===== config.mk =====
export PLATFORM = sky130hd
export DESIGN_NAME = ordered_array_list_engine_core
export DESIGN_NICKNAME = d
export VERILOG_FILES = /design/src/sv/oale_pkg.sv /design/src/sv/oale_cell.sv /design/src/sv/ordered_array_list_engine_core.sv
export SDC_FILE = /design/constraint.sdc
export NUM_CORES = 1
export LEC_CHECK = 0
export BUFFER_PORTS_ARGS = -buffer_cell sky130_fd_sc_hd__buf_4
export CAP_MARGIN = 40
export CORE_ASPECT_RATIO = 0.75
export CORE_UTILIZATION = 57
export CTS_CLUSTER_SIZE = 8
export DETAILED_ROUTE_END_ITERATION = 12
export PLACE_DENSITY = 0.77
export SYNTH_ARGS = -nofsm -noshare
export SYNTH_HDL_FRONTEND = slang
export SYNTH_SLANG_ARGS = --single-unit

===== constraint.sdc =====
create_clock -name clk -period 4.86 [get_ports clk]
set_input_delay 0.729 -clock clk [delete_from_list [all_inputs] [get_ports clk]]
set_output_delay 0.729 -clock clk [all_outputs]
set_load 0.05 [all_outputs]

===== src/sv/oale_pkg.sv =====
// ----------------------------------------------------------------------------
// Ordered array list engine package
// Shared sizes, operation and status codes, and the command word that the
// controller broadcasts along the row of storage cells.
// ----------------------------------------------------------------------------
package oale_pkg;

	localparam int DEPTH       = 8;
	localparam int VALUE_WIDTH = 32;

	// Port field widths.
	localparam int KIND_W = 3;
	localparam int POS_W  = 4;
	localparam int STAT_W = 2;
	localparam int FPOS_W = 3;
	localparam int ELEM_W = 32;
	localparam int CNTO_W = 4;

	// Internal widths derived from the list depth.
	localparam int CNT_W = $clog2(DEPTH + 1);
	localparam int IDX_W = $clog2(DEPTH);
	localparam int CMP_W = (CNT_W > POS_W) ? CNT_W : POS_W;

	typedef enum logic [KIND_W-1:0] {
		KIND_INSERT = 3'd0,
		KIND_REMOVE = 3'd1,
		KIND_SEARCH = 3'd2,
		KIND_UPDATE = 3'd3,
		KIND_DUMP   = 3'd4
	} kind_t;

	typedef enum logic [STAT_W-1:0] {
		STAT_OK      = 2'd0,
		STAT_BAD_POS = 2'd1,
		STAT_FULL    = 2'd2,
		STAT_NONE    = 2'd3
	} status_t;

	typedef logic [VALUE_WIDTH-1:0] word_t;

	// Command seen by every cell in the same cycle.
	typedef struct packed {
		logic             ins;
		logic             rem;
		logic             upd;
		logic [CMP_W-1:0] pos;
		word_t            data;
	} cell_cmd_t;

endpackage


===== src/sv/oale_cell.sv =====
// ----------------------------------------------------------------------------
// Ordered array list storage cell
// Holds one list entry and compares it with the search key. On insert or
// update it takes the command word at the command position; on insert, the
// lower neighbor's word above it, on remove the upper one's from it upward.
// ----------------------------------------------------------------------------
module oale_cell (
	input  logic                     clk,
	input  oale_pkg::cell_cmd_t      cmd,
	input  logic [oale_pkg::CMP_W-1:0] idx,
	input  oale_pkg::word_t          left_data,
	input  oale_pkg::word_t          right_data,
	input  oale_pkg::word_t          key,
	output oale_pkg::word_t          data,
	output logic                     match
);
	import oale_pkg::*;

	word_t data_q;

	always_ff @(posedge clk) begin
		if ((cmd.ins || cmd.upd) && idx == cmd.pos) begin
			data_q <= cmd.data;
		end else if (cmd.ins && idx > cmd.pos) begin
			data_q <= left_data;
		end else if (cmd.rem && idx >= cmd.pos) begin
			data_q <= right_data;
		end
	end

	assign data  = data_q;
	assign match = (data_q == key);

endmodule


===== src/sv/ordered_array_list_engine_core.sv =====
// ----------------------------------------------------------------------------
// Ordered array list engine
// Positional list of signed words held in a row of cells, with insert,
// remove, update, search and dump commands.
// ----------------------------------------------------------------------------
// Usage:
// A command word (kind, position, value) is taken at a rising edge where
// start is high and busy is low. Results come out on status,
// found_position, element, count and last, each valid for exactly one
// cycle while strobe is high; last marks the final result of a command.
// Insert, remove and update shift or write the cells at the accepting edge
// and give their single result in the cycle after acceptance; busy stays
// low, so such commands can be issued every cycle.
// Search and dump walk the cells one position per cycle through a scan
// counter; acceptance registers the scan state and index, and each result
// is registered once more before it appears. Busy is high during the scan
// and drops in the cycle that carries the last result, so the next command
// can be taken at the end of that cycle. A search stops scanning after its
// last match. An empty search or dump answers in the cycle after acceptance.
// Reset clears the entry count and the control state; entry contents are
// not cleared. The receiver cannot stall: every strobed result must be
// taken in its cycle.
// ----------------------------------------------------------------------------
module ordered_array_list_engine_core (
	input  logic                              clk,
	input  logic                              arst_n,
	input  logic                              start,
	output logic                              busy,
	input  logic [oale_pkg::KIND_W-1:0]       kind,
	input  logic [oale_pkg::POS_W-1:0]        position,
	input  logic signed [31:0]                value,
	output logic                              strobe,
	output logic [oale_pkg::STAT_W-1:0]       status,
	output logic [oale_pkg::FPOS_W-1:0]       found_position,
	output logic signed [oale_pkg::ELEM_W-1:0] element,
	output logic [oale_pkg::CNTO_W-1:0]       count,
	output logic                              last
);
	import oale_pkg::*;

	typedef enum logic [1:0] {
		S_IDLE = 2'b01,
		S_SCAN = 2'b10
	} state_t;

	state_t           state_q, state_d;
	logic [CNT_W-1:0] count_q, count_d;
	logic [IDX_W-1:0] idx_q, idx_d;
	logic             dump_q, dump_d;
	word_t            key_q, key_d;

	logic             strobe_q, strobe_d;
	status_t          status_q, status_d;
	logic [FPOS_W-1:0] fpos_q, fpos_d;
	logic [ELEM_W-1:0] elem_q, elem_d;
	logic             last_q, last_d;

	cell_cmd_t        cmd;
	word_t            cell_data [DEPTH];
	logic [DEPTH-1:0] match_vec;
	logic [DEPTH-1:0] later_mask;

	logic             accept;
	logic [CMP_W-1:0] pos_ext;
	logic [CMP_W-1:0] cnt_ext;
	word_t            v_ext;
	word_t            scan_word;
	logic             scan_match;
	logic             scan_end;
	logic             more;

	// Row of cells.
	for (genvar i = 0; i < DEPTH; i++) begin : g_cell
		word_t left_w;
		word_t right_w;
		if (i == 0) begin : g_first
			assign left_w = cell_data[i];
		end else begin : g_left
			assign left_w = cell_data[i-1];
		end
		if (i == DEPTH - 1) begin : g_lastc
			assign right_w = cell_data[i];
		end else begin : g_right
			assign right_w = cell_data[i+1];
		end
		oale_cell u_cell (
			.clk        (clk),
			.cmd        (cmd),
			.idx        (CMP_W'(i)),
			.left_data  (left_w),
			.right_data (right_w),
			.key        (key_q),
			.data       (cell_data[i]),
			.match      (match_vec[i])
		);
	end

	assign busy    = (state_q == S_SCAN);
	assign accept  = start && !busy;
	assign pos_ext = CMP_W'(position);
	assign cnt_ext = CMP_W'(count_q);
	assign v_ext   = VALUE_WIDTH'(value);

	assign scan_word  = cell_data[idx_q];
	assign scan_match = match_vec[idx_q];
	assign scan_end   = (CNT_W'(idx_q) == count_q - CNT_W'(1));

	// Matches that still lie ahead of the scan position, inside the list.
	always_comb begin
		for (int i = 0; i < DEPTH; i++) begin
			later_mask[i] = (CNT_W'(i) > CNT_W'(idx_q)) && (CNT_W'(i) < count_q);
		end
	end
	assign more = |(match_vec & later_mask);

	always_comb begin
		state_d  = state_q;
		count_d  = count_q;
		idx_d    = idx_q;
		dump_d   = dump_q;
		key_d    = key_q;
		cmd      = '0;
		cmd.pos  = pos_ext;
		cmd.data = v_ext;
		strobe_d = 1'b0;
		status_d = STAT_OK;
		fpos_d   = '0;
		elem_d   = '0;
		last_d   = 1'b1;

		if (state_q == S_SCAN) begin
			if (dump_q) begin
				strobe_d = 1'b1;
				fpos_d   = FPOS_W'(idx_q);
				elem_d   = ELEM_W'(scan_word);
				last_d   = scan_end;
				if (scan_end) begin
					state_d = S_IDLE;
				end
			end else if (scan_match) begin
				strobe_d = 1'b1;
				fpos_d   = FPOS_W'(idx_q);
				elem_d   = ELEM_W'(scan_word);
				last_d   = !more;
				if (!more) begin
					state_d = S_IDLE;
				end
			end else if (scan_end) begin
				// Reaching the end without a match means nothing matched.
				strobe_d = 1'b1;
				status_d = STAT_NONE;
				state_d  = S_IDLE;
			end
			idx_d = idx_q + IDX_W'(1);
		end else if (accept) begin
			strobe_d = 1'b1;
			case (kind)
				KIND_INSERT: begin
					if (pos_ext > cnt_ext) begin
						status_d = STAT_BAD_POS;
					end else if (count_q >= CNT_W'(DEPTH)) begin
						status_d = STAT_FULL;
					end else begin
						cmd.ins = 1'b1;
						count_d = count_q + CNT_W'(1);
					end
				end
				KIND_REMOVE: begin
					if (pos_ext >= cnt_ext) begin
						status_d = STAT_BAD_POS;
					end else begin
						cmd.rem = 1'b1;
						count_d = count_q - CNT_W'(1);
					end
				end
				KIND_UPDATE: begin
					if (pos_ext >= cnt_ext) begin
						status_d = STAT_BAD_POS;
					end else begin
						cmd.upd = 1'b1;
					end
				end
				KIND_SEARCH, KIND_DUMP: begin
					if (count_q == '0) begin
						status_d = STAT_NONE;
					end else begin
						strobe_d = 1'b0;
						state_d  = S_SCAN;
						idx_d    = '0;
						key_d    = v_ext;
						dump_d   = (kind == KIND_DUMP);
					end
				end
				default: begin
					status_d = STAT_BAD_POS;
				end
			endcase
		end
	end

	always_ff @(posedge clk or negedge arst_n) begin
		if (!arst_n) begin
			state_q  <= S_IDLE;
			count_q  <= '0;
			strobe_q <= 1'b0;
		end else begin
			state_q  <= state_d;
			count_q  <= count_d;
			strobe_q <= strobe_d;
		end
	end

	always_ff @(posedge clk) begin
		idx_q    <= idx_d;
		dump_q   <= dump_d;
		key_q    <= key_d;
		status_q <= status_d;
		fpos_q   <= fpos_d;
		elem_q   <= elem_d;
		last_q   <= last_d;
	end

	assign strobe         = strobe_q;
	assign status         = status_q;
	assign found_position = fpos_q;
	assign element        = elem_q;
	assign count          = CNTO_W'(count_q);
	assign last           = last_q;

endmodule

==> results.py <==
metrics = {
    "placed_design": {
        "place_area_sq_mm": 0.0216,
        "dp_hpwl_um": 46500,
        "pre_cts_slack_ps": 717,
        "place.gp.congestion": 1.08,
        "port_buffers": 85,
    },
    "global_routing": {
        "first_global_vias": 14997,
        "gr-max-usage-layer": "met1",
        "grt_use_met2_pct": 54.5,
        "antenna_found_initial": 4,
        "use_met3_pct": 13.7,
        "grt.total_usage_pct": 38.3,
        "grt.overflow.total": 0,
        "grt_pass1_wl_um": 104000,
        "use_met1_pct": 54.7,
        "grt_max_degree": 65,
    },
    "yosys": {
        "synth-simple-area-share_pct": 8.72,
        "syn_avg_cell_area_sq_um": 11.4,
        "syn_area_sq_mm": 0.0206,
        "synth_most_common_cell": "edfxtp_1",
        "synth_cells": 1814,
        "synth_top_cell_area_share_pct": 42.6,
        "synth_compound_area_share_pct": 8.90,
        "yosys_warnings": 0,
        "synthTopCellsByArea": "edfxtp_1 (43%), mux2i_1 (7.8%), xor2_1 (7.6%), mux4_2 (7.0%), dfxtp_1 (3.7%)",
        "synth_top_area_cell": "edfxtp_1",
        "synth_edf_count": 292,
        "yosys.area_share.adder_pct": 0.729,
        "synth_xor_area_share_pct": 11.3,
        "ys_ff_latch": 337,
        "synthMuxAreaShare_pct": 18.8,
        "ys.flop_type": "edfxtp_1",
        "async_flop_share_pct": 2.08,
        "synth.net_count": 1868,
        "synth_cell_type_count": 70,
        "synth_common_cells": "edfxtp_1 (292), xor2_1 (179), nand2_1 (175), mux2i_1 (160), o21ai_0 (111)",
        "synth_top_family_by_area": "multiplexers",
        "seq_area_frac_synth_pct": 47.1,
    },
    "cts": {
        "h-tree-depth": 2,
        "cts.repair.resized": 0,
        "tritoncts": "built",
        "cts-hold-fix-buffers": 1,
        "numCtsBuffers": 48,
        "cts_setup_buffers": 0,
        "clock_path_buffers": 3,
        "cts.sinks": 337,
        "path_clk_slew_ps": 50,
        "clk_latency_ps": 580,
        "clockRootBuffer": "clkbuf_16",
    },
    "critical_path": {
        "arrival_ps": 4620,
        "critical_path_class": "flop to flop",
        "critPathTopFamily": "simple AND/OR/NAND/NOR gates",
        "critPathLaunchType": "flop",
        "cp_max_fo": 18,
        "worst_setup_path_end_kind": "flop",
        "path_buf_inv": 1,
        "crit_chain": "xor2_1, nor4_1, nand4_1, nor2_1, o221ai_1, nor3_1, o31ai_4, buf_4, a21oi_1",
        "slowest_delay_ps": 730,
        "reg2reg_setup_slack_ps": 680,
        "crit_slowest_cell": "nor4_1",
        "required_ps": 5310,
    },
    "floorplan": {
        "die_y_um": 167,
        "fp-row-count": 59,
        "design.core.area_sq_mm": 0.0351,
        "chipWidth_um": 221,
        "die-area_sq_mm": 0.0369,
        "initial_core_util_pct": 58.6,
        "ios": 86,
    },
    "sta": {
        "whs_ps": 407,
        "finalCritPeriodShare_pct": 85.9,
        "setup_violations": 0,
        "fin_setup_tns_ps": 0,
        "finalHoldViolCount": 0,
        "fin_crit_ps": 4180,
        "slew_viol_final": 0,
        "fin_ws_ps": 684,
        "finClkSkew_ps": 32.8,
        "worstMarginPinSlew_ps": 966,
        "max-slew-margin-rel_pct": 35.6,
        "rsz0062_at_grt": "no",
        "fmax_mhz": 239,
    },
    "finish": {
        "n_fill_cell": 2643,
        "synthToLayoutAreaGrowth_pct": 11.7,
        "fin_nets": 1878,
        "final_util_pct": 65.4,
        "drive_above_1_share_pct": 17.7,
        "antenna_cells": 0,
        "design_area_sq_mm": 0.0230,
    },
    "pwr": {
        "max-vdd-ir-drop_uv": 364,
        "p_leak_nw": 8.72,
        "power.density_mw_per_mm2": 421,
    },
    "detailed_routing": {
        "ant_nets": 0,
        "drt_first_iter_violations": 3057,
        "vias": 16070,
        "routed_wl_um": 70600,
        "vias_per_cell": 6.93,
        "routedWlPerCell_um": 30.4,
        "drc": 0,
        "first_pass_iters": 6,
    },
    "run": {
        "cap_violations": 0,
    },
    "run_status": {
        "outcome": "complete, no violations",
    },
    "worst_hold_path": {
        "hold_path.class": "input port to flop",
    },
}
sequential cells by signal, indices dropped and copies added (netlist names):
register	flops
last	1
key_q	32
count	4
dump_q	1
element	32
strobe	1
g_cell.u_cell.data	256
idx_q	3
status	2
state_q	2
found_position	3
through the flow:
step / instances / power, W
after global placement: 2228 / 0.00641
after global routing: 2320 / 0.00995
after CTS: 2319 / 0.00963
after detailed placement: 2229 / 0.00645
after floorplan: 1814 / 0.00555
final: 2320 / 0.00969
placed cells by master (no fill, tap or decap), types with 4 or more instances in the layout:
cell type    n
nand4_1     35
mux2_4      30
clkbuf_16   50
nor2_1      83
edfxtp_1   292
buf_4      116
nand2_1    174
mux4_2      64
nand3_1      4
dfrtp_1      6
a22oi_1     32
o21ai_1     24
o21a_1       5
nor4_1      49
or2_2        5
a21oi_1    108
nor3_1       9
xor2_1     179
xnor2_1     86
o21ai_0    111
and2_1       4
dfxtp_1     38
o211ai_1     4
mux2i_1    160
buf_12       5
clkbuf_1    37
ha_1        12
inv_1       42
mux2_2      32
worst reg2reg max path, cell delays in order (launching register included):
cell	delay, ps
edfxtp_1	650
xor2_1	310
nor4_1	730
nand4_1	170
nor2_1	480
o221ai_1	290
nor3_1	440
o31ai_4	270
buf_4	360
a21oi_1	350
layer usage:
metal  vias up  part of all wire (%)
li1       6653                     -
met1      7814                    38
met2      1388                    42
met3       211                    16
met4         4                   3.6
met5         -                 0.031
area by class of cell:
type / count / area [sq um] / area share, %
clock buffers: 87 / 1390 / 6.04
clock inverters: 2 / 25.0 / 0.109
inverters: 44 / 165 / 0.718
multi-input cells: 1270 / 10200 / 44.2
flip-flops and latches: 337 / 9710 / 42.2
well taps: 457 / 572 / 2.49
repair buffers: 123 / 986 / 4.29
power by group:
group	switching [W]	internal (W)	leakage, nW
Clock	0.00130	0.00191	0.671
Sequential	0.000174	0.00336	3.03
Combinational	0.00191	0.00104	5.02
final timing paths:
check | from | to | cells after the start
max in group asynchronous | arst_n | state_q[0]$_DFFE_PN1P_ | 2
worst min-delay path | value[22] | key_q[22]$_DFFE_PP_ | 1
worst max register to register | key_q[24]$_DFFE_PP_ | element[12]$_SDFF_PN0_ | 9
worst min register to register | state_q[0]$_DFFE_PN1P_ | state_q[0]$_DFFE_PN1P_ | 2
worst max-delay path | key_q[24]$_DFFE_PP_ | element[12]$_SDFF_PN0_ | 9
min in group asynchronous | arst_n | count[1]$_DFFE_PN0P_ | 2
logic make-up after synthesis:
| logic type | count (synthesis) |
|---|---|
| simple gates | 389 |
| mux | 288 |
| compound gates | 316 |
| fa+ha+maj | 12 |
| flops | 337 |
| buf+inv | 207 |
| xor+xnor | 265 |
Note: power is estimated with default switching activity, not from simulation.
